[src/sv/lbtr_mod.sv]
// bit-serial remainder unit, one dividend bit per cycle
module lbtr_mod (
  input  logic        clk,
  input  logic        rst,
  input  logic        start,
  input  logic [31:0] dividend,
  input  logic [32:0] divisor,
  output logic        done,
  output logic [32:0] remainder
);
  logic [31:0] shreg;
  logic [32:0] div_q;
  logic [5:0]  cnt;
  logic        busy;
  logic [33:0] trial;

  assign trial = {remainder, shreg[31]};

  always_ff @(posedge clk) begin
    if (rst) begin
      busy <= 1'b0;
      done <= 1'b0;
      cnt  <= '0;
    end else begin
      done <= 1'b0;
      if (start) begin
        busy <= 1'b1;
        cnt  <= 6'd32;
      end else if (busy) begin
        cnt <= cnt - 6'd1;
        if (cnt == 6'd1) begin
          busy <= 1'b0;
          done <= 1'b1;
        end
      end
    end
  end

  always_ff @(posedge clk) begin
    if (start) begin
      remainder <= '0;
      shreg     <= dividend;
      div_q     <= divisor;
    end else if (busy) begin
      shreg <= {shreg[30:0], 1'b0};
      if (trial >= {1'b0, div_q}) begin
        remainder <= 33'(trial - {1'b0, div_q});
      end else begin
        remainder <= trial[32:0];
      end
    end
  end
endmodule

[config.mk]
export PLATFORM = sky130hd
export DESIGN_NAME = lbtr_mod
export DESIGN_NICKNAME = d
export VERILOG_FILES = /design/src/sv/lbtr_mod.sv
export SDC_FILE = /design/constraint.sdc
export NUM_CORES = 1
export LEC_CHECK = 0
export BUFFER_PORTS_ARGS = -buffer_cell sky130_fd_sc_hd__buf_2
export CAP_MARGIN = 20
export CORE_ASPECT_RATIO = 1.2
export CORE_MARGIN = 3
export CORE_UTILIZATION = 37
export DETAILED_ROUTE_END_ITERATION = 16
export SKIP_CTS_REPAIR_TIMING = 1
export SYNTH_ARGS = -nofsm -noshare
export SYNTH_HDL_FRONTEND = slang
export SYNTH_SLANG_ARGS = --single-unit
[constraint.sdc]
create_clock -name clk -period 9.3 [get_ports clk]
set_clock_uncertainty 0.2 [all_clocks]
set_input_delay 1.86 -clock clk [delete_from_list [all_inputs] [get_ports clk]]
set_output_delay 1.86 -clock clk [all_outputs]
set_load 0.01 [all_outputs]
## Yosys cells after proc, flatten, opt, wreduce, memory -nomap -nowiden

Index checks and enable logic that the tools add are counted.

- Input bits: 68
- Output and inout bits: 34
- Logic and storage cells: 24
- Register bits after elaboration: 106

- Reductions and logical operators: 3
- Multiplexer cells: 9
- Bitwise operators: 1
- $add $sub $neg: 2
- Equal/unequal tests: 1
- Order comparisons: 1

Operator list:

| operator | number |
|---|---|
| 2-to-1 mux 32 bit | 2 |
| greater-or-equal comparator 34 x 33 -> 1 bit | 1 |
| 2-to-1 mux 33 bit | 1 |
| subtractor 33 bit | 1 |
| 2-to-1 mux 6 bit | 2 |
| == test 6 x 1 -> 1 bit, second input constant | 1 |
| subtractor 6 x 1 -> 6 bit, second input constant | 1 |
| 2-to-1 mux 1 bit | 4 |
| OR reduction 3 bit | 1 |
| nonzero test 2 bit | 1 |
| OR reduction 2 bit | 1 |
| NOT 1 bit | 1 |

## Logic depth before layout (Yosys ltp)

Gate-level depths: netlist (run 1).

- Depth after elaboration: 4
- Gate-level depth with buffers: 14
- Depth with buffers taken out: 13

## Worst setup path before layout (run 1)

No wires, ideal clock.

- Path type: input port to flip-flop
- Start point: input port start
- End point: register shreg[0] (enable)
- Arrival time: 2.894 ns
- Stages: 3
- Library setup time: 0.402 ns
- Path buffers: 1
- Setup slack: 5.804 ns
- Required time: 8.698 ns
- Cells stage by stage: nor2_1 > clkbuf_1 > inv_1

- Word-level cells in the longest chain between the ends: 1

RTL lines:

| what | line | source |
|---|---|---|
| from (decl) | 5 | `input logic start,` |
| nonzero test 2 bit (no source line) | n/a |  |
| to (signal assigned) | 42 | `shreg <= dividend;` |
| to (signal assigned) | 45 | `shreg <= {shreg[30:0], 1'b0};` |
| to (decl) | 11 | `logic [31:0] shreg;` |

Every way passes these cells.
A chain may end at the register's enable or synchronous reset.

## Worst setup path in the final report (run 1)

- Start point: register shreg[31]
- End point: register remainder[32]

- Word-level cells in the longest chain between the ends: 2
- Elaborated cells between the ends (all ways): 3

RTL lines:

| what | line | source |
|---|---|---|
| subtractor 33 bit / greater-or-equal comparator 34 x 33 -> 1 bit (equally long branches) | 47, 46 |  |
| 2-to-1 mux 33 bit (*) | 46 | `if (trial >= {1'b0, div_q}) begin` |
| to (signal assigned) | 47 | `remainder <= 33'(trial - {1'b0, div_q});` |
| to (signal assigned) | 49 | `remainder <= trial[32:0];` |
| to (decl) | 9 | `output logic [32:0] remainder` |

Every way passes the cells marked *; elsewhere a longest branch is shown, timed or not.

==> results of run 1 <==
## metal layers
| metal | up-vias | wire length, µm |
|---|---|---|
| li1 | 2308 | - |
| met1 | 2146 | 5780 |
| met2 | 125 | 6790 |
| met3 | 17 | 870 |
| met4 | 0 | 244 |
| met5 | - | 0 |
## cell usage after synthesis, types with 3 or more instances
library cell	number	area (µm²)
sky130_fd_sc_hd__a21oi_1	48	240
sky130_fd_sc_hd__buf_2	7	35.0
sky130_fd_sc_hd__o2111ai_1	3	26.3
sky130_fd_sc_hd__o21ai_1	13	65.1
sky130_fd_sc_hd__edfxtp_1	65	1950
sky130_fd_sc_hd__nor2b_1	3	18.8
sky130_fd_sc_hd__mux2_2	32	360
sky130_fd_sc_hd__nand2_1	40	150
sky130_fd_sc_hd__ha_1	35	438
sky130_fd_sc_hd__xnor2_1	17	149
sky130_fd_sc_hd__o211a_1	3	30.0
sky130_fd_sc_hd__mux2i_1	8	80.1
sky130_fd_sc_hd__dfxtp_1	41	821
sky130_fd_sc_hd__a31oi_1	5	31.3
sky130_fd_sc_hd__a32oi_1	6	52.6
sky130_fd_sc_hd__nand2b_1	4	25.0
sky130_fd_sc_hd__clkbuf_1	16	60.1
sky130_fd_sc_hd__o21ai_0	16	80.1
sky130_fd_sc_hd__a21o_1	24	180
sky130_fd_sc_hd__o21bai_1	3	22.5
sky130_fd_sc_hd__nor3_1	7	35.0
sky130_fd_sc_hd__inv_1	44	165
sky130_fd_sc_hd__nand3_1	6	30.0
sky130_fd_sc_hd__xor2_1	15	131
sky130_fd_sc_hd__and3_1	10	62.6
sky130_fd_sc_hd__a211oi_1	18	135
sky130_fd_sc_hd__nand4_1	4	25.0
sky130_fd_sc_hd__nor2_1	43	161
sky130_fd_sc_hd__o211ai_1	4	30.0
sky130_fd_sc_hd__and2_1	3	18.8
## worst max path at each step
| stage | end | slack (ps) | cells past startpoint |
|---|---|---|---|
| CTS | remainder[32] | 5290 | 13 |
| floorplan | shreg[0] | 5800 | 3 |
| detailed placement | shreg[8] | 5290 | 4 |
| global route | remainder[32] | 5310 | 14 |
| finish | remainder[32] | 5520 | 14 |
| global placement | shreg[9] | 4490 | 3 |
## flip-flops by register name, summed over array words and instances (netlist names)
| register | cells |
|---|---|
| div_q | 33 |
| cnt | 6 |
| shreg | 32 |
| busy | 1 |
| remainder | 33 |
| done | 1 |
## worst min-delay path, stage by stage, from the launching register on
cell and delay, ps:
sky130_fd_sc_hd__dfxtp_1 330, sky130_fd_sc_hd__nand2_1 70, sky130_fd_sc_hd__a21oi_1 60
## metrics by stage
stage          instance area [µm²]  setup slack [ps]  util (%)  cells
2_1_floorplan                 5930              5800         -    579
3_3_place_gp                  6610              4490      42.3    865
3_5_place_dp                  6650              5290      42.5    867
4_1_cts                       6980              5290      44.6    883
5_1_grt                       7000              5310      44.8    884
6_report                      7000              5520      44.8    884
## area by class of cell
| class | instances | area [µm²] | area share (%) |
|---|---|---|---|
| multi-input cells | 404 | 2890 | 41.3 |
| flip-flops and latches | 106 | 2770 | 39.6 |
| repair buffers | 106 | 589 | 8.42 |
| well taps | 208 | 260 | 3.72 |
| clock buffers | 9 | 225 | 3.22 |
| inverters | 44 | 165 | 2.36 |
| clock inverters | 7 | 98.8 | 1.41 |
## power breakdown
part	internal, µW	switching [µW]
Clock	238	175
Sequential	542	20.0
Combinational	114	146
## cell families (layout without fill, tap and decap cells)
kind of cell,Yosys count,after routing,share of synthesized area (%)
XOR/XNOR,32,32,4.72
multiplexers,40,40,7.42
adder cells (fa/ha/maj),36,36,7.72
AO/OA/AOI/OAI,165,165,18.4
AND/OR/NAND/NOR,131,131,10.4
flip-flops,106,106,46.7
buffers and inverters,69,166,4.64
==> out/results.txt, run 1 <==
After routing, the total negative slack on setup checks comes to 0 ps. The number of standard-cell rows in the floorplan is 50. The repair_antennas step left the layout with diodes totalling 0. In this run the critical register-to-register path is captured at remainder[32].

The maximum number of pins on one net before global-route repair came out at 46. The launch instance of the worst min-delay path was cnt[0]. In the final layout, the share of cells above drive strength 1 is 23.8%.

TritonCTS created 9 clock buffers. On the critical path, the stage with the largest delay is an instance of sky130_fd_sc_hd__a21oi_4. The longest clock path from root to sink contains 2 buffers. Hold timing on the final database bottoms out at a slack of 294 ps.

The initial cell density of the core was 37.9%. The most used flip-flop cell after synthesis is sky130_fd_sc_hd__edfxtp_1. Together, buffers and inverters on the worst path number 3. The worst setup path is launched from a flop. Using the TritonRoute via totals, the vias-per-cell ratio works out to 5.20. The total via count after detailed routing was 4596. The post-synthesis cell area came out at 5930 µm². The signal on the critical path passes through inv_1 -> ha_1 -> inv_1 -> fa_1 -> a21o_1 -> a31o_1 -> o21ai_2 -> a21boi_1 -> a311o_1 -> a21oi_4 -> buf_16 -> nor3_1 -> mux2_2 -> o21a_1.

The total overflow left after global routing is 0. TritonCTS built the clock tree. The flop-to-flop setup slack was 5520 ps.

The logs give 0 for the final number of setup-violating endpoints and 4.08% for the met3 track demand over resource in global routing. Detailed placement ended at an HPWL of 10100 µm. Type of the setup path with the least slack: reg2reg. The first-pass GRT wire length was 22200 µm. The run gives 0.265 GHz as the peak clock frequency supported by timing.

The Yosys step of the flow raised 0 warnings. Placeable core area: 15600 µm². Net count reported at finish: 775.

For hold timing, the worst endpoint is cnt[0]. Clock-pin slew was measured on the worst setup and hold paths at 70 ps. The via count of the first global-routing pass was 4452. Final routed DRC violation total: 0. Clock tree synthesis selected as its root buffer the cell sky130_fd_sc_hd__clkbuf_16. The tools report the required time of the critical path as 9350 ps. In the layout the commonest cells are sky130_fd_sc_hd__buf_2 (100), sky130_fd_sc_hd__edfxtp_1 (65), sky130_fd_sc_hd__a21oi_1 (48), sky130_fd_sc_hd__inv_1 (44), sky130_fd_sc_hd__nor2_1 (43).

The arrival time reported for the critical path endpoint is 3820 ps, and the maximum single-stage delay on the critical path is 520 ps. The number of detailed-routing iterations run before antenna repair came out at 4. The count of flip-flops with a built-in enable after synthesis is 65, and the transition at the pin with the smallest max-transition slack is 704 ps. The register bit total from synthesis works out to 106. For the routing usage on met2, the log shows 27.7%. Summing the sequential cell areas from Yosys gives 46.7% of the chip area. The clock latency at the later pin of the worst-skew pair is 350 ps, and the max-slew violation count is 0.

The commonest non-fill, non-tap cell in the layout was sky130_fd_sc_hd__buf_2. When the netlist entered floorplanning its net count stood at 683. In the final routed layout, each cell accounts on average for 15.5 µm. The most numerous cell type found on the critical path is sky130_fd_sc_hd__inv_1. Width of the die: 122 µm.

In the global route stage, met1 resource usage came out at 19.3%. Counting every instance in the synthesized netlist gives 579. The aggregate global-route resource usage is 16.0%. The count of antenna-violating nets left after detailed routing is 0, and the count of filler cells inserted in the layout is 1540. The most heavily used metal layer in global routing is met2. The height of the die came out at 145 µm.

In this run the tool buffered the top-level ports with 101 buffer cells. The worst setup path is captured at a flop. Clock tree synthesis found a total of 106 sinks.

The die covers 17600 µm². The startpoint of the lowest-slack register-to-register path is shreg[31]. Broken down by cell family, the worst path's largest delay share belongs to compound AO/OA/AOI/OAI gates. The final period utilization is 40.6%, and the number of antenna violations at the first check in global routing is 0. Subtracting the final worst setup slack from the clock period gives 3780 ps. The worst-case IR drop observed on VDD is 0.102 mV. Routability-driven placement finished with a final weighted congestion of 0.832. The critical-path maximum fanout is 27, and the number of H-tree branching levels is 3. Type of the worst min-delay path: reg2reg. The run finished with clean final reports. The area growth from synthesis to layout is 18.1%.

Of all flip-flops after synthesis, the portion carrying an async set or reset was 0%. Setup repair after global routing left no endpoint under its margin. The run gives 1230 µW as the total power. Counting cells, the worst reg-to-reg path comes to 14. Wires add up to 13700 µm. The analysis attributes to cell leakage a power of 0.00315 µW. Across the run, the number of max-cap violations was 0. The launch point of the worst path was shreg[31].

The tools report the worst relative slew slack as 52.9%. The boundary pin count is 102, and the synthesized area per cell is 10.2 µm². The initial DRC count came out at 295.

The power per unit of standard cell area came out at 176 nW/µm². Along the worst hold path, the cell count comes to 2. The run gives 60 as the number of distinct standard cells referenced by the synthesized netlist.

Final hold violation count: 0.
Power figures use the tool's default switching activity.
==> run 2: changes to the inputs <==
clock period = 3.4 ns   (was 9.3 ns; I/O delays follow)
==> run 2 against run 1 <==
Compared with the run above:
- worst hold slack worse by 0.85 ps
- critical path type unchanged
- cell count is 1.5% higher
- global-route usage is 0.18 points higher
- critical path depth is 1 lower
- worst setup slack worse by 5300 ps
- first-iteration DRC count is 0.68% higher
- total power grew to 2.7 times the previous value
- register-to-register slack worse by 5300 ps
- non-clock buffer count is 13 higher
- die area stayed put
- sequential power grew to 2.7 times the previous value
- utilization is 0.41 points higher
==> out/results.txt, run 2 (synthesis results as in run 1) <==
The flow ran to the end, and the final reports show no timing, DRC or antenna violations. The tools report the total routed wirelength as 13800 µm. The worst path uses 94.7% of the clock period. Relative to the synthesized area, the layout overhead comes to 19.1%. The count of filler cells inserted in the layout was 1513; the final number of setup-violating endpoints was 0.

Global routing used 16.2% of the available tracks. The worst setup path is of the reg2reg kind. After floorplanning, the core was divided into 50 placement rows. The min-delay analysis places its worst path in the category reg2reg.

Buffers placed on the I/O ports in this run total 101. TritonCTS built the clock tree. The startpoint of the lowest-slack register-to-register path is shreg[31]. For this run, design rule violations remaining after detail routing come to 0. The full die area came out at 17600 µm². Counting tap cells, the placed design contains a total of 880 instances. The initial DRC count was 297.

Of all nets on the critical path, the largest fanout is 2. The flop-to-flop setup slack was 180 ps. For the placer's final routability congestion estimate, the log shows 0.873.

For the final hold violation count, the log shows 0. The tools report the initial cell density of the core as 37.9%. The worst hold path terminates at remainder[16]. The run gives 2 as the deepest clock path buffer count. Max-slew violation count: 0. The nature of the critical path startpoint was a flop.

The first detailed-routing pass ran for 4 iterations. The first-pass GRT wire length is 22700 µm. The run gives 9 as the total CTS buffers. In this run the clock root is driven by a sky130_fd_sc_hd__clkbuf_16. Data on the critical path arrives at its endpoint at 3280 ps. Measured in cells, the most critical reg-to-reg path has a length of 13. The count of nets left with antenna violations once routing finished came out at 0.

Of the cells placed in the final design, the portion with a size suffix greater than 1 is 26.0%. The number of antenna diodes is 0, and the total clock sinks is 106. The number of antenna violations at the first check in global routing was 0. Entering global routing, the biggest net connects 41 pins. The largest registers in the layout are div_q (33), remainder (33), shreg (32).

Transition at the pin with the smallest max-transition slack: 595 ps. Max-cap violations in this run came to 0. Along the worst hold path, the cell count comes to 2. The static leakage was 0.00318 µW; the average detailed-routed wire length per instance was 15.4 µm. The worst pin sits at a relative slew slack of 60.0%. For the worst-case vdd ir drop, the log shows 0.229 mV.

The total overflow left after global routing is 0. In the layout the commonest cells are sky130_fd_sc_hd__buf_2 (100), sky130_fd_sc_hd__edfxtp_1 (65), sky130_fd_sc_hd__a21oi_1 (47), sky130_fd_sc_hd__inv_1 (44), sky130_fd_sc_hd__nor2_1 (43). Number of H-tree branching levels: 3.

The startpoint identified for the worst hold timing path is remainder[16]. The via count of the first global-routing pass is 4747. The run gives 179 ps as the setup slack after layout. At the end of the flow the core is filled with cells to 45.2%. For this run, the top clock speed supported by timing is 0.310 GHz. Using the TritonRoute via totals, the vias-per-cell ratio works out to 5.17.

Dividing total power by cell area gives a power density of 469 nW/µm². Prior to clock tree synthesis, the placed netlist has a worst setup slack of 59.6 ps. In this run the standard cell core region covers 15600 µm². For the final routed database, the setup TNS stands at 0 ps. For the final cell count without fillers, the log shows 897. The routed design could run at a clock period as short as 3220 ps.

Data on the critical path is required at its endpoint by 3460 ps. In this run the vertical extent of the chip is 145 µm. During I/O placement, the number of pins put on the boundary was 102. The net count reported at finish came out at 788. The width of the die was 122 µm. Setup repair after global routing left no endpoint under its margin. The HPWL after detailed placement is 10400 µm.

The worst hold margin was 293 ps. The worst flop-to-flop path endpoint was remainder[32]. The total via count after detailed routing is 4636. Clock-pin slew was measured on the worst setup and hold paths at 70 ps.

The commonest non-fill, non-tap cell in the layout is sky130_fd_sc_hd__buf_2. At the later pin of the worst-skew pair, clock insertion delay measures 360 ps. Nature of the critical path endpoint: a flop.
==> run 2: per-stage QoR <==
stage | instance area (µm²) | total power (µW)
after detailed placement | 6740 | 2290
after global routing | 7070 | 3500
after CTS | 7030 | 3350
final | 7070 | 3320
after global placement | 6740 | 2270
after floorplan | 5930 | 2060
==> run 2: layout make-up <==
class	count	area (µm²)	share of cell area, %
well taps	208	260	3.68
multi-input cells	404	2920	41.3
repair buffers	119	656	9.28
flip-flops and latches	106	2770	39.2
clock inverters	6	66.3	0.938
clock buffers	10	229	3.24
inverters	44	165	2.34
==> run 2: power breakdown <==
group	internal (µW)	switching, µW
Sequential	1480	52.3
Combinational	323	406
Clock	573	480
==> run 2: layer usage <==
layer | up-vias | routed length, µm | global-route usage (%)
li1 | 2327 | - | -
met5 | - | 0 | 0
met3 | 24 | 804 | 4.24
met1 | 2157 | 5760 | 18.9
met4 | 0 | 365 | 8.02
met2 | 128 | 6880 | 27.5
==> run 2: worst max-delay path, stage by stage (launching register included) <==
cell,delay [ps]
sky130_fd_sc_hd__edfxtp_1,390
sky130_fd_sc_hd__inv_1,70
sky130_fd_sc_hd__ha_1,160
sky130_fd_sc_hd__inv_1,60
sky130_fd_sc_hd__fa_2,350
sky130_fd_sc_hd__a21o_1,200
sky130_fd_sc_hd__a31o_1,240
sky130_fd_sc_hd__o2111ai_2,190
sky130_fd_sc_hd__nand2_2,90
sky130_fd_sc_hd__a221oi_2,270
sky130_fd_sc_hd__a21oi_2,110
sky130_fd_sc_hd__a221oi_2,260
sky130_fd_sc_hd__mux2_2,350
sky130_fd_sc_hd__o21a_1,180
==> run 2: how the worst max path moves through the flow <==
stage | start | to | slack (ps) | cells after the start
after floorplan | shreg[31] | remainder[32] | 200 | 14
after global placement | shreg[31] | remainder[32] | 110 | 13
after detailed placement | shreg[31] | remainder[32] | 60 | 13
after CTS | shreg[31] | remainder[32] | 20 | 13
after global routing | div_q[6] | remainder[31] | 20 | 11
final | shreg[31] | remainder[32] | 180 | 13
